==> src/assert_macros.svh <==
// Assertion macros used by the scheduler top level.
`ifndef ASSERT_MACROS_SVH
`define ASSERT_MACROS_SVH

// Check a property on every clock edge outside of reset.
`define PTS_ASSERT(lbl, clk, rst_n, prop, msg) \
  lbl: assert property (@(posedge clk) disable iff (!rst_n) prop) else $error(msg);

// Check a property on every clock edge, reset included.
`define PTS_ASSERT_ALWAYS(lbl, clk, prop, msg) \
  lbl: assert property (@(posedge clk) prop) else $error(msg);

`endif

==> src/pts_pkg.sv <==
// Shared types and constants of the priority thread scheduler.
package pts_pkg;

  localparam int unsigned FUNC_W  = 3;
  localparam int unsigned SLOT_W  = 4;
  localparam int unsigned PRIO_W  = 6;
  localparam int unsigned SLICE_W = 8;
  localparam int unsigned CNT_W   = 5;
  localparam int unsigned ERR_W   = 2;

  localparam logic [SLICE_W-1:0] SLICE_RESET = 8'd4;
  localparam logic [SLICE_W-1:0] SLICE_MAX   = 8'd255;

  typedef enum logic [FUNC_W-1:0] {
    F_CREATE  = 3'd0,
    F_UNBLOCK = 3'd1,
    F_BLOCK   = 3'd2,
    F_YIELD   = 3'd3,
    F_TICK    = 3'd4,
    F_EXIT    = 3'd5,
    F_SETPRIO = 3'd6
  } func_e;

  typedef enum logic [ERR_W-1:0] {
    ERR_OK          = 2'd0,
    ERR_NOT_BLOCKED = 2'd1,
    ERR_NO_RUNNING  = 2'd2
  } err_e;

  typedef enum logic [2:0] {
    S_IDLE,
    S_LOOKUP,
    S_SCAN_GO,
    S_SCAN,
    S_PICK_GO,
    S_PICK,
    S_DONE
  } st_e;

  // One ready queue entry.
  typedef struct packed {
    logic [SLOT_W-1:0] slot;
    logic [PRIO_W-1:0] prio;
  } entry_t;

  // Token that walks down the cell chain, one cell per cycle.
  typedef struct packed {
    logic              go;
    logic              seen;
    logic [PRIO_W-1:0] best;
    entry_t            popped;
  } tok_t;

  // Broadcast control from the sequencer to every cell.
  typedef struct packed {
    logic              push;
    logic              pick;
    entry_t            push_ent;
    logic [PRIO_W-1:0] best;
  } cell_ctrl_t;

  // Decode of one event in the lookup cycle.
  typedef struct packed {
    logic scan;
    logic cmp;
    logic sw;
    err_e err;
    logic push_new;
    logic push_cur;
    logic set_act;
    logic clr_act;
    logic ram_we;
    logic ram_to_cur;
    logic set_prio;
    logic slice_upd;
  } lookup_t;

endpackage

==> src/pts_ifs.sv <==
// Handshake channel interfaces of the scheduler: event requests, results, config.
interface pts_req_if;
  logic                        valid;
  logic                        ready;
  logic [pts_pkg::FUNC_W-1:0]  func;
  logic [pts_pkg::SLOT_W-1:0]  thread_id;
  logic [pts_pkg::PRIO_W-1:0]  priority_req;

  modport source (output valid, func, thread_id, priority_req, input ready);
  modport sink   (input valid, func, thread_id, priority_req, output ready);
endinterface

interface pts_rsp_if;
  logic                        valid;
  logic                        ready;
  logic [pts_pkg::SLOT_W-1:0]  running_id;
  logic                        running_idle;
  logic [pts_pkg::PRIO_W-1:0]  running_priority;
  logic                        switched;
  logic [pts_pkg::CNT_W-1:0]   ready_count;
  logic [pts_pkg::ERR_W-1:0]   error;

  modport source (output valid, running_id, running_idle, running_priority, switched,
                  ready_count, error, input ready);
  modport sink   (input valid, running_id, running_idle, running_priority, switched,
                  ready_count, error, output ready);
endinterface

interface pts_cfg_if;
  logic                        valid;
  logic                        ready;
  logic [pts_pkg::SLICE_W-1:0] slice_len;

  modport source (output valid, slice_len, input ready);
  modport sink   (input valid, slice_len, output ready);
endinterface

==> src/pts_ram.sv <==
// Generic single-write, single-read RAM with registered read data.
module pts_ram #(
  parameter int unsigned WIDTH = 8,
  parameter int unsigned DEPTH = 16
) (
  input  logic                                        clk_i,
  input  logic                                        we_i,
  input  logic [((DEPTH > 1) ? $clog2(DEPTH) : 1)-1:0] waddr_i,
  input  logic [WIDTH-1:0]                            wdata_i,
  input  logic                                        re_i,
  input  logic [((DEPTH > 1) ? $clog2(DEPTH) : 1)-1:0] raddr_i,
  output logic [WIDTH-1:0]                            rdata_o
);

  logic [WIDTH-1:0] mem_q [DEPTH];
  logic [WIDTH-1:0] rdata_q;

  always_ff @(posedge clk_i) begin
    if (we_i) begin
      mem_q[waddr_i] <= wdata_i;
    end
    if (re_i) begin
      rdata_q <= mem_q[raddr_i];
    end
  end

  assign rdata_o = rdata_q;

endmodule

==> src/pts_cell.sv <==
// One ready queue cell: holds an entry, passes the scan/pick token to its neighbor.
module pts_cell #(
  parameter int unsigned IDX   = 0,
  parameter int unsigned LEN_W = 5
) (
  input  logic                clk_i,
  input  logic                rst_ni,
  input  pts_pkg::cell_ctrl_t ctrl_i,
  input  logic [LEN_W-1:0]    len_i,
  input  pts_pkg::entry_t     next_i,
  input  pts_pkg::tok_t       tok_i,
  output pts_pkg::entry_t     ent_o,
  output pts_pkg::tok_t       tok_o
);

  pts_pkg::entry_t ent_q, ent_d;
  pts_pkg::tok_t   tok_q, tok_d;
  logic                       live;
  logic [pts_pkg::PRIO_W-1:0] own;
  logic                       hit;

  assign live = (LEN_W'(IDX) < len_i);
  assign own  = live ? ent_q.prio : '0;
  assign hit  = ctrl_i.pick && tok_i.go && live && !tok_i.seen
                && (ent_q.prio == ctrl_i.best);

  always_comb begin
    ent_d = ent_q;
    tok_d = tok_i;
    if (tok_i.go) begin
      if (ctrl_i.pick) begin
        // take the first top-priority entry out, close the gap behind it
        tok_d.seen = tok_i.seen | hit;
        if (hit) begin
          tok_d.popped = ent_q;
        end
        if (tok_i.seen || hit) begin
          ent_d = next_i;
        end
      end else if (own > tok_i.best) begin
        tok_d.best = own;
      end
    end
    if (ctrl_i.push && (len_i == LEN_W'(IDX))) begin
      ent_d = ctrl_i.push_ent;
    end
  end

  always_ff @(posedge clk_i) begin
    ent_q <= ent_d;
  end

  always_ff @(posedge clk_i or negedge rst_ni) begin
    if (!rst_ni) begin
      tok_q <= '0;
    end else begin
      tok_q <= tok_d;
    end
  end

  assign ent_o = ent_q;
  assign tok_o = tok_q;

endmodule

==> src/priority_thread_scheduler.sv <==
// Top level of the priority thread scheduler: event sequencer, thread tables, cell chain.
//
// Preemptive priority scheduler driven by one event request at a time (create,
// unblock, block, yield, tick, exit, set priority); each request returns one
// result with the running thread, its priority, a switch flag, the ready count
// and an error code. The ready queue is a chain of NUM_THREADS cells kept in
// FIFO order. Choosing the next thread sends a token down the chain twice: the
// first pass finds the highest ready priority, the second removes the first
// entry that carries it and shifts the entries behind it one cell forward.
// Sequencing: a request that needs no queue pass (errors, unblock while a thread
// runs, a tick inside the slice) goes from lookup straight to done, where its
// result is registered; a create or set priority that keeps the running thread
// adds a scan pass; a request that picks a new thread adds a scan and a pick pass.
// The cell chain length sets the length of each pass. The next request is accepted
// in the cycle after the result is registered at the earliest. A new request
// is taken once the previous one has moved into the result register, even
// while that result still waits. The time slice register can be written at any
// time the block is idle; it is applied at the next tick.
`include "assert_macros.svh"

module priority_thread_scheduler #(
  parameter int unsigned NUM_THREADS = 16,
  parameter int unsigned PRIO_LEVELS = 64
) (
  input logic        clk_i,
  input logic        rst_ni,
  pts_req_if.sink    req_i,
  pts_rsp_if.source  rsp_o,
  pts_cfg_if.sink    cfg_i
);

  localparam int unsigned LEN_W  = $clog2(NUM_THREADS + 1);
  localparam int unsigned TIDX_W = (NUM_THREADS > 1) ? $clog2(NUM_THREADS) : 1;

  localparam logic [pts_pkg::PRIO_W-1:0] PRIO_TOP = pts_pkg::PRIO_W'(PRIO_LEVELS - 1);

  // sequencer state
  pts_pkg::st_e state_q, state_d;

  // latched request
  logic [pts_pkg::FUNC_W-1:0] func_q;
  logic [pts_pkg::SLOT_W-1:0] tid_q;
  logic [pts_pkg::PRIO_W-1:0] prio_q;
  logic                       cmp_q;
  logic                       sw_q;
  pts_pkg::err_e              err_q;

  // scheduler state
  logic [LEN_W-1:0]            len_q, len_d;
  logic [pts_pkg::SLOT_W-1:0]  cur_q;
  logic [pts_pkg::PRIO_W-1:0]  cur_prio_q;
  logic                        idle_q;
  logic [pts_pkg::SLICE_W-1:0] slice_q;
  logic [pts_pkg::SLICE_W-1:0] ts_q;
  logic [NUM_THREADS-1:0]      active_q, active_d;
  logic [NUM_THREADS-1:0]      pv_q, pv_d;
  logic [pts_pkg::PRIO_W-1:0]  best_q;

  // result register
  logic                        rsp_valid_q;
  logic [pts_pkg::SLOT_W-1:0]  rsp_id_q;
  logic                        rsp_idle_q;
  logic [pts_pkg::PRIO_W-1:0]  rsp_prio_q;
  logic                        rsp_sw_q;
  logic [pts_pkg::CNT_W-1:0]   rsp_cnt_q;
  logic [pts_pkg::ERR_W-1:0]   rsp_err_q;

  // decode and control
  logic                        req_fire;
  logic                        rsp_free;
  logic [TIDX_W-1:0]           tid_idx;
  logic [TIDX_W-1:0]           cur_idx;
  logic                        tid_ok;
  logic                        blocked;
  logic [pts_pkg::PRIO_W-1:0]  new_prio;
  logic [pts_pkg::PRIO_W-1:0]  ram_rdata;
  logic [pts_pkg::SLICE_W-1:0] slice_inc;
  logic [pts_pkg::PRIO_W-1:0]  req_prio_sat;
  pts_pkg::lookup_t            lk;
  logic                        scan_end;
  logic                        pick_end;
  logic                        scan_hi;
  logic                        ram_we;
  logic [TIDX_W-1:0]           ram_waddr;

  // cell chain
  pts_pkg::cell_ctrl_t ctrl;
  pts_pkg::tok_t       tok_start;
  pts_pkg::entry_t     ent   [NUM_THREADS];
  pts_pkg::tok_t       tok   [NUM_THREADS];
  pts_pkg::tok_t       tok_last;

  assign req_fire = req_i.valid && req_i.ready;
  assign rsp_free = !rsp_valid_q || rsp_o.ready;
  assign req_i.ready = (state_q == pts_pkg::S_IDLE);
  assign cfg_i.ready = 1'b1;

  assign req_prio_sat = (32'(req_i.priority_req) >= PRIO_LEVELS) ? PRIO_TOP
                                                                 : req_i.priority_req;

  assign tid_idx   = TIDX_W'(tid_q);
  assign cur_idx   = TIDX_W'(cur_q);
  assign tid_ok    = (32'(tid_q) < NUM_THREADS);
  assign blocked   = tid_ok && !active_q[tid_idx];
  assign new_prio  = (func_q == pts_pkg::F_CREATE) ? prio_q
                                                   : (pv_q[tid_idx] ? ram_rdata : '0);
  assign slice_inc = (slice_q == pts_pkg::SLICE_MAX) ? slice_q
                                                     : slice_q + pts_pkg::SLICE_W'(1);

  assign tok_last = tok[NUM_THREADS-1];
  assign scan_end = (state_q == pts_pkg::S_SCAN) && tok_last.go;
  assign pick_end = (state_q == pts_pkg::S_PICK) && tok_last.go;
  assign scan_hi  = (tok_last.best > cur_prio_q);

  // Decode the latched request against the thread tables.
  always_comb begin
    lk     = '0;
    lk.err = pts_pkg::ERR_OK;
    case (pts_pkg::func_e'(func_q))
      pts_pkg::F_CREATE, pts_pkg::F_UNBLOCK: begin
        if (!blocked) begin
          lk.err = pts_pkg::ERR_NOT_BLOCKED;
        end else begin
          lk.push_new = 1'b1;
          lk.set_act  = 1'b1;
          lk.ram_we   = (func_q == pts_pkg::F_CREATE);
          if (idle_q) begin
            // idle never runs next to a ready thread: choose at once
            lk.scan = 1'b1;
            lk.sw   = 1'b1;
          end else if (func_q == pts_pkg::F_CREATE) begin
            lk.scan = 1'b1;
            lk.cmp  = 1'b1;
          end
        end
      end
      pts_pkg::F_BLOCK, pts_pkg::F_EXIT: begin
        if (idle_q) begin
          lk.err = pts_pkg::ERR_NO_RUNNING;
        end else begin
          lk.clr_act = 1'b1;
          lk.scan    = 1'b1;
          lk.sw      = 1'b1;
        end
      end
      pts_pkg::F_YIELD: begin
        if (idle_q) begin
          lk.err = pts_pkg::ERR_NO_RUNNING;
        end else begin
          lk.push_cur = 1'b1;
          lk.scan     = 1'b1;
          lk.sw       = 1'b1;
        end
      end
      pts_pkg::F_SETPRIO: begin
        if (idle_q) begin
          lk.err = pts_pkg::ERR_NO_RUNNING;
        end else begin
          lk.set_prio   = 1'b1;
          lk.ram_we     = 1'b1;
          lk.ram_to_cur = 1'b1;
          lk.scan       = 1'b1;
          lk.cmp        = 1'b1;
        end
      end
      pts_pkg::F_TICK: begin
        lk.slice_upd = 1'b1;
        if (slice_inc >= ts_q) begin
          // slice used up: requeue the running thread and choose again
          lk.push_cur = !idle_q;
          lk.scan     = 1'b1;
          lk.sw       = 1'b1;
        end
      end
      default: begin
      end
    endcase
  end

  // Next state.
  always_comb begin
    state_d = state_q;
    case (state_q)
      pts_pkg::S_IDLE: begin
        if (req_fire) begin
          state_d = pts_pkg::S_LOOKUP;
        end
      end
      pts_pkg::S_LOOKUP: begin
        state_d = lk.scan ? pts_pkg::S_SCAN_GO : pts_pkg::S_DONE;
      end
      pts_pkg::S_SCAN_GO: begin
        state_d = pts_pkg::S_SCAN;
      end
      pts_pkg::S_SCAN: begin
        if (tok_last.go) begin
          if (cmp_q) begin
            state_d = scan_hi ? pts_pkg::S_PICK_GO : pts_pkg::S_DONE;
          end else begin
            state_d = (len_q == '0) ? pts_pkg::S_DONE : pts_pkg::S_PICK_GO;
          end
        end
      end
      pts_pkg::S_PICK_GO: begin
        state_d = pts_pkg::S_PICK;
      end
      pts_pkg::S_PICK: begin
        if (tok_last.go) begin
          state_d = pts_pkg::S_DONE;
        end
      end
      pts_pkg::S_DONE: begin
        if (rsp_free) begin
          state_d = pts_pkg::S_IDLE;
        end
      end
      default: begin
        state_d = pts_pkg::S_IDLE;
      end
    endcase
  end

  // Control outputs toward the cell chain and the priority table.
  always_comb begin
    ctrl          = '0;
    ctrl.best     = best_q;
    ctrl.pick     = (state_q == pts_pkg::S_PICK_GO) || (state_q == pts_pkg::S_PICK);
    tok_start     = '0;
    tok_start.go  = (state_q == pts_pkg::S_SCAN_GO) || (state_q == pts_pkg::S_PICK_GO);
    ram_we        = 1'b0;
    ram_waddr     = tid_idx;
    case (state_q)
      pts_pkg::S_LOOKUP: begin
        ram_we    = lk.ram_we;
        ram_waddr = lk.ram_to_cur ? cur_idx : tid_idx;
        if (lk.push_new) begin
          ctrl.push          = 1'b1;
          ctrl.push_ent.slot = tid_q;
          ctrl.push_ent.prio = new_prio;
        end else if (lk.push_cur) begin
          ctrl.push          = 1'b1;
          ctrl.push_ent.slot = cur_q;
          ctrl.push_ent.prio = cur_prio_q;
        end
      end
      pts_pkg::S_SCAN: begin
        // preempt: the running thread goes to the back of the queue
        if (tok_last.go && cmp_q && scan_hi) begin
          ctrl.push          = 1'b1;
          ctrl.push_ent.slot = cur_q;
          ctrl.push_ent.prio = cur_prio_q;
        end
      end
      default: begin
      end
    endcase
    // the queue never overflows: a slot sits in it at most once
    if (len_q == LEN_W'(NUM_THREADS)) begin
      ctrl.push = 1'b0;
    end
  end

  // Thread table bits and queue length.
  always_comb begin
    active_d = active_q;
    pv_d     = pv_q;
    len_d    = len_q;
    if (state_q == pts_pkg::S_LOOKUP) begin
      if (lk.set_act) begin
        active_d[tid_idx] = 1'b1;
      end
      if (lk.clr_act) begin
        active_d[cur_idx] = 1'b0;
      end
    end
    if (ram_we) begin
      pv_d[ram_waddr] = 1'b1;
    end
    if (ctrl.push) begin
      len_d = len_q + LEN_W'(1);
    end else if (pick_end) begin
      len_d = len_q - LEN_W'(1);
    end
  end

  pts_ram #(
    .WIDTH (pts_pkg::PRIO_W),
    .DEPTH (NUM_THREADS)
  ) u_prio_ram (
    .clk_i   (clk_i),
    .we_i    (ram_we),
    .waddr_i (ram_waddr),
    .wdata_i (prio_q),
    .re_i    (req_fire),
    .raddr_i (TIDX_W'(req_i.thread_id)),
    .rdata_o (ram_rdata)
  );

  for (genvar i = 0; i < NUM_THREADS; i++) begin : g_cell
    pts_pkg::entry_t nxt;
    pts_pkg::tok_t   tin;
    if (i == NUM_THREADS - 1) begin : g_tail
      assign nxt = '0;
    end else begin : g_mid
      assign nxt = ent[i+1];
    end
    if (i == 0) begin : g_head
      assign tin = tok_start;
    end else begin : g_body
      assign tin = tok[i-1];
    end
    pts_cell #(
      .IDX   (i),
      .LEN_W (LEN_W)
    ) u_cell (
      .clk_i  (clk_i),
      .rst_ni (rst_ni),
      .ctrl_i (ctrl),
      .len_i  (len_q),
      .next_i (nxt),
      .tok_i  (tin),
      .ent_o  (ent[i]),
      .tok_o  (tok[i])
    );
  end

  // Latch the request, the scan result and the result payload; these need no reset.
  always_ff @(posedge clk_i) begin
    if (req_fire) begin
      func_q <= req_i.func;
      tid_q  <= req_i.thread_id;
      prio_q <= req_prio_sat;
    end
    if (scan_end) begin
      best_q <= tok_last.best;
    end
    if (state_q == pts_pkg::S_DONE && rsp_free) begin
      rsp_id_q   <= idle_q ? '0 : cur_q;
      rsp_idle_q <= idle_q;
      rsp_prio_q <= idle_q ? '0 : cur_prio_q;
      rsp_sw_q   <= sw_q;
      rsp_cnt_q  <= pts_pkg::CNT_W'(len_q);
      rsp_err_q  <= err_q;
    end
  end

  always_ff @(posedge clk_i or negedge rst_ni) begin
    if (!rst_ni) begin
      state_q     <= pts_pkg::S_IDLE;
      cmp_q       <= 1'b0;
      sw_q        <= 1'b0;
      err_q       <= pts_pkg::ERR_OK;
      len_q       <= '0;
      cur_q       <= '0;
      cur_prio_q  <= '0;
      idle_q      <= 1'b1;
      slice_q     <= '0;
      ts_q        <= pts_pkg::SLICE_RESET;
      active_q    <= '0;
      pv_q        <= '0;
      rsp_valid_q <= 1'b0;
    end else begin
      state_q  <= state_d;
      len_q    <= len_d;
      active_q <= active_d;
      pv_q     <= pv_d;
      if (cfg_i.valid) begin
        ts_q <= cfg_i.slice_len;
      end
      if (state_q == pts_pkg::S_LOOKUP) begin
        err_q <= lk.err;
        sw_q  <= lk.sw;
        cmp_q <= lk.cmp;
        if (lk.set_prio) begin
          cur_prio_q <= prio_q;
        end
        if (lk.slice_upd) begin
          slice_q <= slice_inc;
        end
      end
      if (scan_end) begin
        if (cmp_q && scan_hi) begin
          sw_q <= 1'b1;
        end
        if (!cmp_q && (len_q == '0)) begin
          // nothing ready: drop to the idle thread
          idle_q  <= 1'b1;
          cur_q   <= '0;
          slice_q <= '0;
        end
      end
      if (pick_end) begin
        cur_q      <= tok_last.popped.slot;
        cur_prio_q <= tok_last.popped.prio;
        idle_q     <= 1'b0;
        slice_q    <= '0;
      end
      if (state_q == pts_pkg::S_DONE && rsp_free) begin
        rsp_valid_q <= 1'b1;
      end else if (rsp_o.ready) begin
        rsp_valid_q <= 1'b0;
      end
    end
  end

  assign rsp_o.valid            = rsp_valid_q;
  assign rsp_o.running_id       = rsp_id_q;
  assign rsp_o.running_idle     = rsp_idle_q;
  assign rsp_o.running_priority = rsp_prio_q;
  assign rsp_o.switched         = rsp_sw_q;
  assign rsp_o.ready_count      = rsp_cnt_q;
  assign rsp_o.error            = rsp_err_q;

  `PTS_ASSERT_ALWAYS(a_reset_idle, clk_i,
                     !rst_ni |-> (state_q == pts_pkg::S_IDLE),
                     "sequencer not idle in reset")
  `PTS_ASSERT(a_accept_lookup, clk_i, rst_ni,
              req_fire |=> (state_q == pts_pkg::S_LOOKUP),
              "accepted request not decoded")
  `PTS_ASSERT(a_run_active, clk_i, rst_ni,
              (state_q == pts_pkg::S_IDLE && !idle_q) |-> active_q[cur_idx],
              "running thread marked blocked")
  `PTS_ASSERT(a_idle_empty, clk_i, rst_ni,
              (state_q == pts_pkg::S_IDLE && idle_q) |-> (len_q == '0),
              "idle runs with threads ready")
  `PTS_ASSERT(a_pick_found, clk_i, rst_ni,
              pick_end |-> tok_last.seen,
              "pick pass found no entry")

endmodule
==> src/flat_wrapper.sv <==
// flat-port wrapper written by rule: the top's interface ports become plain ports
module priority_thread_scheduler_flat 
#(
  parameter int unsigned NUM_THREADS = 16,
  parameter int unsigned PRIO_LEVELS = 64
)
  (clk_i, rst_ni, req_i_valid, req_i_func, req_i_thread_id, req_i_priority_req, req_i_ready, rsp_o_valid, rsp_o_running_id, rsp_o_running_idle, rsp_o_running_priority, rsp_o_switched, rsp_o_ready_count, rsp_o_error, rsp_o_ready, cfg_i_valid, cfg_i_slice_len, cfg_i_ready);
  pts_req_if req_i_i ();
  pts_rsp_if rsp_o_i ();
  pts_cfg_if cfg_i_i ();
  input logic clk_i;
  input logic rst_ni;
  input wire logic [$bits(req_i_i.valid)-1:0] req_i_valid;
  input wire logic [$bits(req_i_i.func)-1:0] req_i_func;
  input wire logic [$bits(req_i_i.thread_id)-1:0] req_i_thread_id;
  input wire logic [$bits(req_i_i.priority_req)-1:0] req_i_priority_req;
  output wire logic [$bits(req_i_i.ready)-1:0] req_i_ready;
  output wire logic [$bits(rsp_o_i.valid)-1:0] rsp_o_valid;
  output wire logic [$bits(rsp_o_i.running_id)-1:0] rsp_o_running_id;
  output wire logic [$bits(rsp_o_i.running_idle)-1:0] rsp_o_running_idle;
  output wire logic [$bits(rsp_o_i.running_priority)-1:0] rsp_o_running_priority;
  output wire logic [$bits(rsp_o_i.switched)-1:0] rsp_o_switched;
  output wire logic [$bits(rsp_o_i.ready_count)-1:0] rsp_o_ready_count;
  output wire logic [$bits(rsp_o_i.error)-1:0] rsp_o_error;
  input wire logic [$bits(rsp_o_i.ready)-1:0] rsp_o_ready;
  input wire logic [$bits(cfg_i_i.valid)-1:0] cfg_i_valid;
  input wire logic [$bits(cfg_i_i.slice_len)-1:0] cfg_i_slice_len;
  output wire logic [$bits(cfg_i_i.ready)-1:0] cfg_i_ready;
  assign req_i_i.valid = req_i_valid;
  assign req_i_i.func = req_i_func;
  assign req_i_i.thread_id = req_i_thread_id;
  assign req_i_i.priority_req = req_i_priority_req;
  assign req_i_ready = req_i_i.ready;
  assign rsp_o_valid = rsp_o_i.valid;
  assign rsp_o_running_id = rsp_o_i.running_id;
  assign rsp_o_running_idle = rsp_o_i.running_idle;
  assign rsp_o_running_priority = rsp_o_i.running_priority;
  assign rsp_o_switched = rsp_o_i.switched;
  assign rsp_o_ready_count = rsp_o_i.ready_count;
  assign rsp_o_error = rsp_o_i.error;
  assign rsp_o_i.ready = rsp_o_ready;
  assign cfg_i_i.valid = cfg_i_valid;
  assign cfg_i_i.slice_len = cfg_i_slice_len;
  assign cfg_i_ready = cfg_i_i.ready;
  priority_thread_scheduler #(.NUM_THREADS(NUM_THREADS), .PRIO_LEVELS(PRIO_LEVELS)) u_core (.clk_i(clk_i), .rst_ni(rst_ni), .req_i(req_i_i), .rsp_o(rsp_o_i), .cfg_i(cfg_i_i));
endmodule
==> config.mk <==
export PLATFORM = sky130hd
export DESIGN_NAME = priority_thread_scheduler_flat
export DESIGN_NICKNAME = d
export VERILOG_FILES = /design/src/pts_pkg.sv /design/src/pts_ifs.sv /design/src/pts_ram.sv /design/src/pts_cell.sv /design/src/priority_thread_scheduler.sv /design/src/flat_wrapper.sv
export VERILOG_INCLUDE_DIRS = /design/src /design/src/src
export SDC_FILE = /design/constraint.sdc
export NUM_CORES = 1
export LEC_CHECK = 0
export BUFFER_PORTS_ARGS = -buffer_cell sky130_fd_sc_hd__buf_2
export CAP_MARGIN = 5
export CORE_MARGIN = 8
export CORE_UTILIZATION = 35
export CTS_CLUSTER_DIAMETER = 150
export DETAILED_ROUTE_END_ITERATION = 6
export PLACE_DENSITY_LB_ADDON = 0.12
export SYNTH_ARGS = -nofsm -noshare
export SYNTH_HDL_FRONTEND = slang
export SYNTH_SLANG_ARGS = --single-unit
==> constraint.sdc <==
create_clock -name clk_i -period 10.2 [get_ports clk_i]
set_clock_uncertainty 0.05 [all_clocks]
set_input_delay 2.04 -clock clk_i [delete_from_list [all_inputs] [get_ports clk_i]]
set_output_delay 2.04 -clock clk_i [all_outputs]
set_load 0.02 [all_outputs]
# After elaboration in Yosys (flattened, before gate mapping)
# Memory sizes are Yosys's and may differ from the RTL's. A register that Yosys moved wholly into a read port is not among the register bits.
# Cells that the tools add are included.
# totals
regBits	557
latchBits	0
ram_bits	96
mem_bits_ro	0
in_bits	26
out_inout_bits	22
word_cells	710
mem_count	1
# memory_table
name	depth	word_bits	rd	rd_ports_with_merged_regs	write_ports	line	text
u_core.u_prio_ram.mem_q	16	6	1	1	1	pts_ram.sv:15	logic [WIDTH-1:0] mem_q [DEPTH];
# op_classes
n_addsub	3
multipliers	0
n_div	0
order_cmp	40
eq_ne	49
shifts	0
n_mux	259
bitwise	18
reduce_logical	206
# ops
op	n
2-to-1 mux 10 bit	99
2-to-1 mux 6 bit	53
2-to-1 mux 17 bit	15
nonzero test 2 bit	54
equality test 6 bit	16
greater-than comparator 6 bit	16
logical AND 1 bit	90
2-to-1 mux 16 bit	4
2-to-1 mux 8 bit	6
AND reduction 3 bit	16
2-to-1 mux 1 bit	47
equality test 5 x 4 -> 1 bit, second input constant	8
less-than comparator 4 x 5 -> 1 bit, first input constant	8
OR 16 bit	2
2-to-1 mux 3 bit	8
one-hot mux 3 bit (7 select lines)	1
equality test 5 x 3 -> 1 bit, second input constant	4
less-than comparator 3 x 5 -> 1 bit, first input constant	4
2-to-1 mux 4 bit	5
one-hot mux 10 bit (2 select lines)	1
equality test 3 bit, second input constant	6
logical NOT 1 bit	18
logical OR 1 bit	18
bitwise AND 16 bit	1
34 further kinds	75

# Depth between registers and ports, before layout
# Gate-level depths: netlist of the first run.
# logic_depth
word_depth	12
mapped_depth	17
depth_no_buf	15

# Cells and area by module
# Synthesis of the first run repeated with hierarchy kept, for this count alone.
# unflattened
hier_cells	2307
area_unflattened_um2	32342.3
# by_module_without_submodules
module	instances	cells_per_inst	area_each_um2	seq_area_each_um2
priority_thread_scheduler	1	527	5560.3	2945.3
pts_ram	1	178	3955.0	3062.9
pts_cell at u_core.g_cell[1].u_cell ...	2	99	1422.6	750.7
pts_cell at u_core.g_cell[2].u_cell ...	2	101	1410.1	750.7
pts_cell at u_core.g_cell[13].u_cell	1	102	1461.4	750.7
pts_cell at u_core.g_cell[9].u_cell	1	100	1452.6	750.7
pts_cell at u_core.g_cell[0].u_cell	1	100	1451.4	750.7
pts_cell at u_core.g_cell[12].u_cell	1	102	1450.1	750.7
pts_cell at u_core.g_cell[6].u_cell	1	101	1435.1	750.7
pts_cell at u_core.g_cell[10].u_cell	1	101	1425.1	750.7
pts_cell at u_core.g_cell[14].u_cell	1	101	1420.1	750.7
pts_cell at u_core.g_cell[7].u_cell	1	98	1417.6	750.7
pts_cell at u_core.g_cell[3].u_cell	1	98	1416.4	750.7
pts_cell at u_core.g_cell[11].u_cell	1	99	1415.1	750.7
+2 rows	n/a	n/a	n/a	n/a

# Worst setup path before layout of the first run
# Ideal clock, no wire load.
# synth_path
path_type	in2reg
startpoint	input req_i_thread_id[0]
endpoint	register u_core.u_prio_ram.rdata_q[0], in the netlist u_core.u_prio_ram.rdata_o[0] (read register of u_core.u_prio_ram.mem_q), data pin
setup_time_ps	272
t_arrival_ps	3889
t_required_ps	9878
slack_ps	5989
cell_stages	4
n_path_buf	2
path_cell_list	clkbuf_1 > buf_1 > mux4_2 > mux4_2
# synth_lines
element	line	text
start: declaration	flat_wrapper.sv:15	input wire logic [$bits(req_i_i.thread_id)-1:0] req_i_thread_id;
end: declaration	pts_ram.sv:16	logic [WIDTH-1:0] rdata_q;

==> out/qor.yml, run 1 <==
status: "complete, but fails checks"
violations: "DRC"
critPathCaptureType: "flop"
power.clock.fraction: 0.334
grt_first_pass_wirelength_mm: 124
crit_required_ns: 10.51
worst-path-max-fanout: 17
finalSetupTns_ns: 0
cts_buffers: 75
initial_utilization: 0.354
synth_fp_nets: 2478
final_cell_mix: "dfrtp_1, mux2_2, edfxtp_1"
holdBufCountCts: 0
yosysUniqueCellTypes: 70
synth_flop_cell: "dfrtp_1"
vias_per_cell: 5.12
cts_max_path_buffers: 3
p_per_area_nw_per_um2: 223
rr_worst_depth: 15
syn_to_final_growth_pct: 12.4
fin_nets: 2516
drive_gt1_frac: 0.234
clkSinkCount: 659
wl_per_cell_um: 22.6
p_leak_nw: 14.0
grt_setup_unrepaired: "no"
intPower_mw: 5.23
seqPwrFrac: 0.437
cp.arrival_ns: 5.15
cts-htree-levels: 3
die-height_um: 312
setup_viol: 0
die_width_um: 312
p_sw_mw: 2.47
grt_max_degree: 173
num_vias: 18400
mostFrequentLayoutCell: "dfrtp_1"
cp-start-kind: "flop"
p_total_mw: 7.70
synth.cell_area_um2: 30800
drt_pass1_iterations: 7
drt_wl_total_mm: 81.1
io_buffer_count: 46
synth_top_area_share: 0.293
finalHoldViolCount: 0
fin_crit_sh: 0.474
rows: 108
postCtsSetupRepairBufs: 0
cts_root_buffer: "clkbuf_16"
antenna_found_initial: 1
antenna_left: 0
crit_type: "reg2reg"
swShare: 0.321
fmax_mhz: 207
vdd_drop_max_uv: 128
seq_area_frac_synth: 0.585
worstMarginPinSlew_ns: 1.18
design.die.area_um2: 97600
drc: 2
synth_seq_cells: 659
cts_resized: 0
async_flop_share: 0.545
synth_edf_count: 300
synthTopCellsByArea: "edfxtp_1, dfrtp_1, mux2_2, ha_1, mux4_2"
insertion_delay_ns: 0.62
grt-ovfl-total: 0
yosysWarnings: 0
io_pins: 48
finalCriticalPeriod_ns: 4.84
gp_congestion: 0.790
yosysTopAreaCell: "edfxtp_1"
hold_depth: 1
syn_inst: 2342
place_hpwl_mm: 54.9
combPwrFrac: 0.229
hold_path_class: "reg2reg"
slew_viol_final: 0
grtUsageTotal: 0.164
cts_tree: "yes"
coreArea_um2: 86900
path_clk_slew_ns: 0.06
grt_pass1_vias: 19600
maxCapViolCount: 0
initialDrtViolationCount: 1141
synth_area_per_cell_um2: 13.1
slew-limit-headroom: 0.213
## logic make-up (layout without fill, tap and decap cells)
logic type	Yosys count	after routing	synth area share
other	1	2	0.000122
and+or+nand+nor	539	539	0.0940
muxes	394	394	0.156
xor gates and xnor gates	106	106	0.0302
DFF	659	659	0.585
AOI/OAI and AO/OA	293	293	0.0579
adders and majority gates	110	110	0.0447
buffers and inverters	240	339	0.0323
## through the flow
step           utilization  instances  instance area, um^2  hold WS [ns]  setup WS (ns)
2_1_floorplan            -       2342                30800         0.338           5.99
3_3_place_gp         0.371       3457                32200         0.393           4.77
3_5_place_dp         0.371       3458                32200         0.389           5.39
4_1_cts              0.398       3596                34600         0.374           5.37
5_1_grt              0.398       3596                34600         0.393           4.92
6_report             0.398       3597                34600         0.380           5.36
## cells in the mapped netlist (13+ instances only)
cell type,n
o21ai_0,109
buf_2,30
nand4_1,36
nor2_1,88
xor2_1,31
mux4_2,33
mux2_2,311
nand2_1,130
nand2b_1,30
mux2i_1,39
nor3_1,22
a21oi_1,79
and2_1,48
xnor2_1,75
dfrtp_1,357
ha_1,110
clkbuf_1,66
o211ai_1,13
o21bai_1,17
nand3_1,28
edfxtp_1,300
nor2b_1,88
inv_1,123
## area by class of cell
cell class / count / area (um^2)
clock inverter: 26 / 191
fill: 8121 / 52300
timing repair buffer: 78 / 495
antenna: 1 / 2.50
multi-input combinational: 1443 / 11800
clock buffer: 112 / 2150
sequential: 659 / 18000
inverter: 123 / 462
tap: 1155 / 1450
## power groups by stage
stage / Combinational [mW] / Sequential [mW] / Clock, mW
final: 1.76 / 3.37 / 2.57
after global routing: 1.99 / 3.40 / 2.75
after CTS: 1.77 / 3.37 / 2.65
after detailed placement: 1.76 / 3.42 / 0
after global placement: 1.71 / 3.42 / 0
after floorplan: 1.28 / 3.26 / 0
## flip-flops by register name, indices dropped and copies added, names as in the netlist, 5 cells and up
name / count
u_core.rsp_o.running_priority: 6
u_core.rsp_o.ready_count: 5
u_core.slice_q: 8
u_core.u_prio_ram.mem_q: 96
u_core.len_q: 5
u_core.ts_q: 8
u_core.prio_q: 6
u_core.u_prio_ram.rdata_o: 6
u_core.active_q: 16
u_core.g_cell.u_cell.ent_o: 160
u_core.best_q: 6
u_core.g_cell.u_cell.tok_o: 287
u_core.cur_prio_q: 6
u_core.pv_q: 16
## final timing paths
| path | to | startpoint | slack [ns] |
|---|---|---|---|
| worst max-delay path | u_core.g_cell[12].u_cell.ent_o[2]$_DFFE_PP_ | u_core.slice_q[0]$_DFF_PN0_ | 5.36 |
| worst min-delay path | u_core.g_cell[0].u_cell.tok_o[7]$_DFF_PN0_ | u_core.g_cell[0].u_cell.ent_o[7]$_DFFE_PP_ | 0.38 |
| worst max register to register | u_core.g_cell[12].u_cell.ent_o[2]$_DFFE_PP_ | u_core.slice_q[0]$_DFF_PN0_ | 5.36 |
| worst min register to register | u_core.g_cell[0].u_cell.tok_o[7]$_DFF_PN0_ | u_core.g_cell[0].u_cell.ent_o[7]$_DFFE_PP_ | 0.38 |
| max in group asynchronous | u_core.g_cell[4].u_cell.tok_o[12]$_DFF_PN0_ | rst_ni | 7.00 |
| min in group asynchronous | u_core.ts_q[3]$_DFFE_PN0P_ | rst_ni | 1.44 |
## critical path, stage by stage, from the launching register on
cell and delay, ns:
dfrtp_1 0.42, ha_1 0.24, nand2_1 0.09, nor2_1 0.16, nand3_1 0.24, nand2b_1 0.25
nor2_1 0.07, xor2_1 0.15, ha_1 0.31, a21oi_1 0.16, o21ai_0 0.18, or3_1 0.41
o21ai_1 0.50, a21oi_1 0.14, a221o_1 0.73, mux2_2 0.48
## per-layer routing
metal  global-route usage  part of all wire
met3               0.0268             0.037
met4               0.0433             0.022
met1                0.230              0.47
met5                    0                 0
met2                0.264              0.47
No activity file was read; power rests on OpenSTA's default activity.
==> run 2: changes to the inputs <==
Settings changed: ABC_AREA set to 1.
Clock period 10.2 ns to 4.9 ns, I/O delays scaled along.
==> run 2 against run 1 <==
Effect of this change:
- the run now ends clean
- largest power group unchanged
- worst hold slack got worse by 0.020 ns
- synthesized area rose by 1.6%
- core utilization rose by 0.53 points
- synthesized cell count rose by 44%
- design area rose by 3.2%
- largest cell class unchanged
- combinational power rose to 2.6 times the previous value
- non-clock buffer count rose by 44
- die area rose by 1.6%
- power rose by 130%
==> out/qor.yml, run 2 <==
status: "finished clean"
die_width_um: 315  # +0.77%
cts_buffers: 77  # +2.7%
grt_max_degree: 109  # -37%
grt_first_pass_wirelength_mm: 144  # +16%
rows: 109  # +0.93%
synth.cell_area_um2: 31300  # +1.6%
reg2reg_slack_ns: 0.61  # -4.75 ns
design.die.area_um2: 99200  # +1.6%
fin_crit_sh: 0.875  # +0.401
maxCapViolCount: 0  # unchanged
gp_congestion: 0.825  # +4.4%
grt-ovfl-total: 0  # unchanged
vdd_drop_max_uv: 231  # +80%
fin_ws_ns: 0.613  # -4.75 ns
drt_wl_total_mm: 95.0  # +17%
synth_top_area_share: 0.288  # -0.00471
wl_per_cell_um: 20.2  # -10%
final_cell_mix: "nand2_1, inv_1, dfrtp_1"
initialDrtViolationCount: 1725  # +51%
clkSinkCount: 659  # unchanged
grtUsageTotal: 0.190  # +0.0253
cts-htree-levels: 3  # unchanged
rr_endpoint: "u_core.g_cell[7].u_cell.ent_o[0]$_DFFE_PP_"
seq_area_frac_synth: 0.576  # -0.00941
die-height_um: 315  # +0.77%
max_stage_delay_ns: 0.37  # -0.36 ns
cts_tree: "yes"
drc: 0  # -2
yosysWarnings: 0  # unchanged
finalSetupTns_ns: 0  # unchanged
wl_met3_mm: 4.63  # +54%
hold_path_class: "in2async"
finalCriticalPeriod_ns: 4.29  # -0.551 ns
syn_inst: 3376  # +44%
worst-path-max-fanout: 17  # unchanged
crit_required_ns: 5.21  # -5.30 ns
path_clk_slew_ns: 0.06  # about the same
dr.max_layer_used: "met4"
synth_area_per_cell_um2: 9.26  # -29%
drt_pass1_iterations: 5  # -2
mostFrequentLayoutCell: "nand2_1"
slew-limit-headroom: 0.288  # +0.0751
critPathCaptureType: "flop"
critPathBufInv: 3  # +3
cts_root_buffer: "clkbuf_16"
slew_viol_final: 0  # unchanged
place_hpwl_mm: 67.5  # +23%
cts_resized: 0  # unchanged
route.met2.wl_mm: 41.8  # +10%
finalHoldViolCount: 0  # unchanged
drive_gt1_frac: 0.0954  # -0.139
initial_utilization: 0.353  # -0.000809
io_buffer_count: 46  # unchanged
holdBufCountCts: 0  # unchanged
preCtsSetupSlack_ns: 0.637  # -4.75 ns
yosysUniqueCellTypes: 52  # -26%
grt_pass1_vias: 23100  # +18%
synth_fp_nets: 3512  # +42%
p_leak_nw: 16.6  # +18%
yosysTopAreaCell: "edfxtp_1"
crit_type: "reg2reg"
p_total_mw: 17.6  # +130%
largest_reg_flops: 287  # unchanged
fin_worst_hold_slack_ns: 0.360  # -0.0196 ns
yosysMostFrequentCell: "nand2_1"
syn_to_final_growth_pct: 14.1
postCtsSetupRepairBufs: 0  # unchanged
synth_flop_cell: "dfrtp_1"
synth_edf_count: 300  # unchanged
path_cells: "ha_1 > inv_1 > nor3_1 > nand3_1 > nand4_1 > xor2_1 > ha_1 > a21oi_1 > o21a_1 > nand2_1 > nand2_1 > nand2_1 > nand2_1 > nand3_2 > buf_4 > nand2_4 > buf_4 > nor2_2 > nand2_1 > nand2_1"
fin_nets: 3605  # +43%
rr_startpoint: "u_core.slice_q[1]$_DFF_PN0_"
synth_seq_cells: 659  # unchanged
cp-start-kind: "flop"
crit_top_cell: "nand2_1"
antenna_left: 0  # unchanged
fin_util: 0.403  # +0.00534
vias_per_cell: 4.94  # -3.5%
crit_family: "simple AND/OR/NAND/NOR gates"
cts_max_path_buffers: 3  # unchanged
worstMarginPinSlew_ns: 1.07  # -0.112 ns
num_vias: 23200  # +26%
async_flop_share: 0.545  # unchanged
grt_setup_unrepaired: "no"
antenna_found_initial: 2  # +1
synthTopCellsByArea: "edfxtp_1, dfrtp_1, nand2_1, inv_1, ha_1"
fmax_mhz: 233  # +13%
slowest_stage: "dfrtp_1"
coreArea_um2: 88500  # +1.9%
route.layer.met1.wl_mm: 46.3  # +21%
setup_viol: 0  # unchanged
io_pins: 48  # unchanged
p_per_area_nw_per_um2: 493  # +120%
rr_worst_depth: 20  # +5
insertion_delay_ns: 0.63  # about the same
synthTopCellsByCount: "nand2_1, inv_1, dfrtp_1"
cp.arrival_ns: 4.60  # -0.55 ns
## run 2: cell types whose count changed after synthesis, moves of 62 or more
cell and delta:
nor2b_1 -88, a21oi_1 +84, inv_1 +255, nand2_1 +864, xnor2_1 -66, nor2_1 +196
o21ai_0 +109, nand3_1 +62, mux2_2 -293
## run 2: worst register-to-register path, delay by kind of cell (launching register included)
kind / cells / cell delay (ns)
AND/OR/NAND/NOR: 12 / 1.97
buffers and inverters: 3 / 0.68
adder cells (fa/ha/maj): 2 / 0.48
flip-flops: 1 / 0.37
AO/OA/AOI/OAI: 2 / 0.27
XOR/XNOR: 1 / 0.22
## run 2: logic make-up (layout without fill, tap and decap cells)
kind of cell               after synthesis  in the layout  synth area share
DFF                                    659            659             0.576
other                                    1              2          0.000120
xor gates and xnor gates                36             36            0.0101
muxes                                   42             42            0.0142
buffers and inverters                  507            664            0.0649
AOI/OAI and AO/OA                      537            537            0.0986
and+or+nand+nor                       1484           1484             0.193
adders and majority gates              110            110            0.0440
## run 2: per-layer routing
layer / global-route usage / vias up
met5: 0 / -
met4: 0.0533 / 0
li1: - / 11300
met3: 0.0276 / 117
met2: 0.290 / 533
met1: 0.279 / 11200
## run 2: worst max path at each step
stage | startpoint | to | slack [ns] | cells past startpoint
after floorplan | u_core.slice_q[1]$_DFF_PN0_ | u_core.g_cell[10].u_cell.ent_o[0]$_DFFE_PP_ | 1.23 | 18
after global placement | u_core.slice_q[1]$_DFF_PN0_ | u_core.g_cell[5].u_cell.ent_o[0]$_DFFE_PP_ | 0.68 | 24
after detailed placement | u_core.slice_q[1]$_DFF_PN0_ | u_core.g_cell[5].u_cell.ent_o[0]$_DFFE_PP_ | 0.64 | 24
after CTS | u_core.slice_q[1]$_DFF_PN0_ | u_core.g_cell[5].u_cell.ent_o[0]$_DFFE_PP_ | 0.62 | 20
after global routing | u_core.slice_q[1]$_DFF_PN0_ | u_core.g_cell[7].u_cell.ent_o[0]$_DFFE_PP_ | 0.12 | 20
final | u_core.slice_q[1]$_DFF_PN0_ | u_core.g_cell[7].u_cell.ent_o[0]$_DFFE_PP_ | 0.61 | 20
## run 2: final cells by class
class	instances	area [um^2]
sequential	659	18000
multi-input combinational	2210	11300
inverter	399	1500
antenna	1	2.50
tap	1165	1460
fill	8838	52800
timing repair buffer	122	836
clock buffer	108	2280
clock inverter	35	367
## run 2: report_power, final
group | switching (mW) | internal [mW] | total [mW]
combinational | 3.18 | 1.42 | 4.60
clock | 2.38 | 3.58 | 5.96
sequential | 0.478 | 6.57 | 7.05
## run 2: stage by stage
| stage | area (um^2) | instances |
|---|---|---|
| floorplan | 31300 | 3376 |
| global route | 35700 | 4698 |
| global placement | 33000 | 4555 |
| finish | 35700 | 4699 |
| detailed placement | 33000 | 4555 |
| CTS | 35700 | 4698 |
==> run 3: changes to the inputs <==
Settings changed: ABC_AREA 1 to 0.
==> run 3 against run 2 <==
Effect of this change:
- register-to-register slack worse by 0.26 ns
- worst hold slack lost 0.068 ns
- combinational power shrank 17%
- sequential power shrank 0.7%
- worst setup slack lost 0.26 ns
- routed wire length down 12%
- critical path type unchanged
==> out/qor.yml, run 3 (synthesized netlist as in run 1, its figures left out) <==
fillers: 8112  # -8.2%
io_pins: 48  # unchanged
cts_max_path_buffers: 3  # unchanged
worstMarginPinSlew_ns: 1.18  # +0.114 ns
mostFrequentLayoutCell: "dfrtp_1"
die_width_um: 312  # -0.77%
p_per_area_nw_per_um2: 476  # -3.5%
status: "finished clean"
grt_use_met3: 0.0275  # -0.000108
fin_worst_hold_slack_ns: 0.293  # -0.0677 ns
slew-limit-headroom: 0.213  # -0.0757
cts-htree-levels: 3  # unchanged
p_total_mw: 16.7  # -5.0%
grt-ovfl-total: 0  # unchanged
grt_max_degree: 110  # +0.92%
initialDrtViolationCount: 1482  # -14%
critPathBufInv: 2  # -1
die-height_um: 312  # -0.77%
crit_type: "reg2reg"
critPathCaptureType: "flop"
crit_required_ns: 5.12  # -0.09 ns
drive_gt1_frac: 0.250  # +0.155
vdd_drop_max_uv: 256  # +11%
drt_wl_total_mm: 83.2  # -12%
syn_to_final_growth_pct: 14.2  # about the same
max_stage_delay_ns: 0.55  # +0.18 ns
finalHoldViolCount: 0  # unchanged
wl_per_cell_um: 22.9  # +13%
vias_per_cell: 5.11  # +3.3%
cp-start-kind: "flop"
coreArea_um2: 86900  # -1.8%
grt_use_met1: 0.239  # -0.0403
use_met2: 0.273  # -0.0172
grt.busiest_layer: "met2"
finalCriticalPeriod_ns: 4.55  # +0.261 ns
design.die.area_um2: 97600  # -1.5%
setup_viol: 0  # unchanged
final_cell_mix: "dfrtp_1, mux2_2, edfxtp_1"
insertion_delay_ns: 0.64  # about the same
slowest_stage: "a2111oi_0"
slew_viol_final: 0  # unchanged
path_cells: "ha_1 > nand2_1 > nor2_1 > nand3_1 > nand2b_1 > nor2_1 > xor2_1 > ha_1 > nand2_1 > a2111oi_0 > buf_4 > o21a_1 > nor2_4 > buf_4 > or3_4 > nand2_1"
fmax_mhz: 220  # -5.7%
place_hpwl_mm: 57.4  # -15%
cts_root_buffer: "clkbuf_16"
initial_utilization: 0.354  # +0.000809
drt_pass1_iterations: 5  # unchanged
antenna_found_initial: 2  # unchanged
io_buffer_count: 46  # unchanged
grt_pass1_vias: 19600  # -15%
cts_tree: "yes"
p_leak_nw: 14.3  # -14%
worst-path-max-fanout: 15  # -2
largest_reg_flops: 287  # unchanged
cts_buffers: 76  # -1.3%
maxCapViolCount: 0  # unchanged
holdBufCountCts: 0  # unchanged
grtUsageTotal: 0.169  # -0.0203
hold_path_class: "in2async"
path_clk_slew_ns: 0.06  # about the same
cp.arrival_ns: 4.77  # +0.17 ns
fin_util: 0.404  # +0.00121
clkSinkCount: 659  # unchanged
rows: 108  # -0.92%
fin_nets: 2545  # -29%
drc: 0  # unchanged
antenna_left: 0  # unchanged
crit_family: "simple AND/OR/NAND/NOR gates"
fin_crit_sh: 0.928  # +0.0532
num_vias: 18500  # -20%
gp_congestion: 0.808  # -2.0%
crit_top_cell: "nand2_1"
grt_first_pass_wirelength_mm: 128  # -11%
## run 3: changes by cell type in the layout (fill, tap and decap cells not counted), moves of 63 or more
cell	delta
nand2_1	-865
mux2_2	+293
inv_1	-255
nor2_1	-197
o21ai_0	-109
nor2b_1	+87
a21oi_1	-84
xnor2_1	+66
nand3_1	-63
## run 3: final cells by class
cell class                 instances  area (um^2)  area share
timing repair buffer             106          728      0.0207
inverter                         123          462      0.0131
antenna                            2         5.00    0.000142
tap                             1155         1450      0.0411
sequential                       659        18000       0.512
multi-input combinational       1443        11800       0.337
clock buffer                     105         2160      0.0615
clock inverter                    37          494      0.0141
## run 3: worst paths after layout
kind / from / cells past startpoint / to / slack (ns)
max in group asynchronous: rst_ni / 2 / u_core.g_cell[4].u_cell.tok_o[5]$_DFF_PN0_ / 3.38
worst min-delay path: rst_ni / 1 / u_core.err_q[0]$_DFFE_PN0N_ / 0.29
worst max register to register: u_core.slice_q[0]$_DFF_PN0_ / 16 / u_core.g_cell[3].u_cell.ent_o[2]$_DFFE_PP_ / 0.35
worst max-delay path: u_core.slice_q[0]$_DFF_PN0_ / 16 / u_core.g_cell[3].u_cell.ent_o[2]$_DFFE_PP_ / 0.35
min in group clk_i: u_core.g_cell[0].u_cell.ent_o[7]$_DFFE_PP_ / 1 / u_core.g_cell[0].u_cell.tok_o[7]$_DFF_PN0_ / 0.40
worst min register to register: u_core.g_cell[0].u_cell.ent_o[7]$_DFFE_PP_ / 1 / u_core.g_cell[0].u_cell.tok_o[7]$_DFF_PN0_ / 0.40
## run 3: where the power goes
part | internal (mW) | total (mW) | leakage (nW) | switching (mW)
clock network | 3.51 | 5.93 | 1.27 | 2.42
registers | 6.43 | 7.00 | 7.67 | 0.571
logic | 1.43 | 3.80 | 5.39 | 2.37
## run 3: per-stage QoR
stage / area [um^2] / std cells / worst slack (ns) / TNS (ns)
floorplan: 30800 / 2342 / 0.886 / 0
global placement: 32400 / 3481 / 0.321 / 0
detailed placement: 32400 / 3481 / 0.225 / 0
CTS: 35100 / 3623 / 0.161 / 0
global route: 35100 / 3628 / -0.000568 / -0.00130
finish: 35100 / 3630 / 0.352 / 0
## run 3: metal layers
layer	vias up	wire length (um)
li1	8553	-
met3	116	3040
met4	0	1660
met2	352	39200
met1	9516	39400
met5	-	0
## run 3: what timing repair did
action,CTS,global route
endpoints found under the setup margin,0,81
endpoints found under the hold margin,0,0
setup buffers,0,4
gates resized for setup,0,6
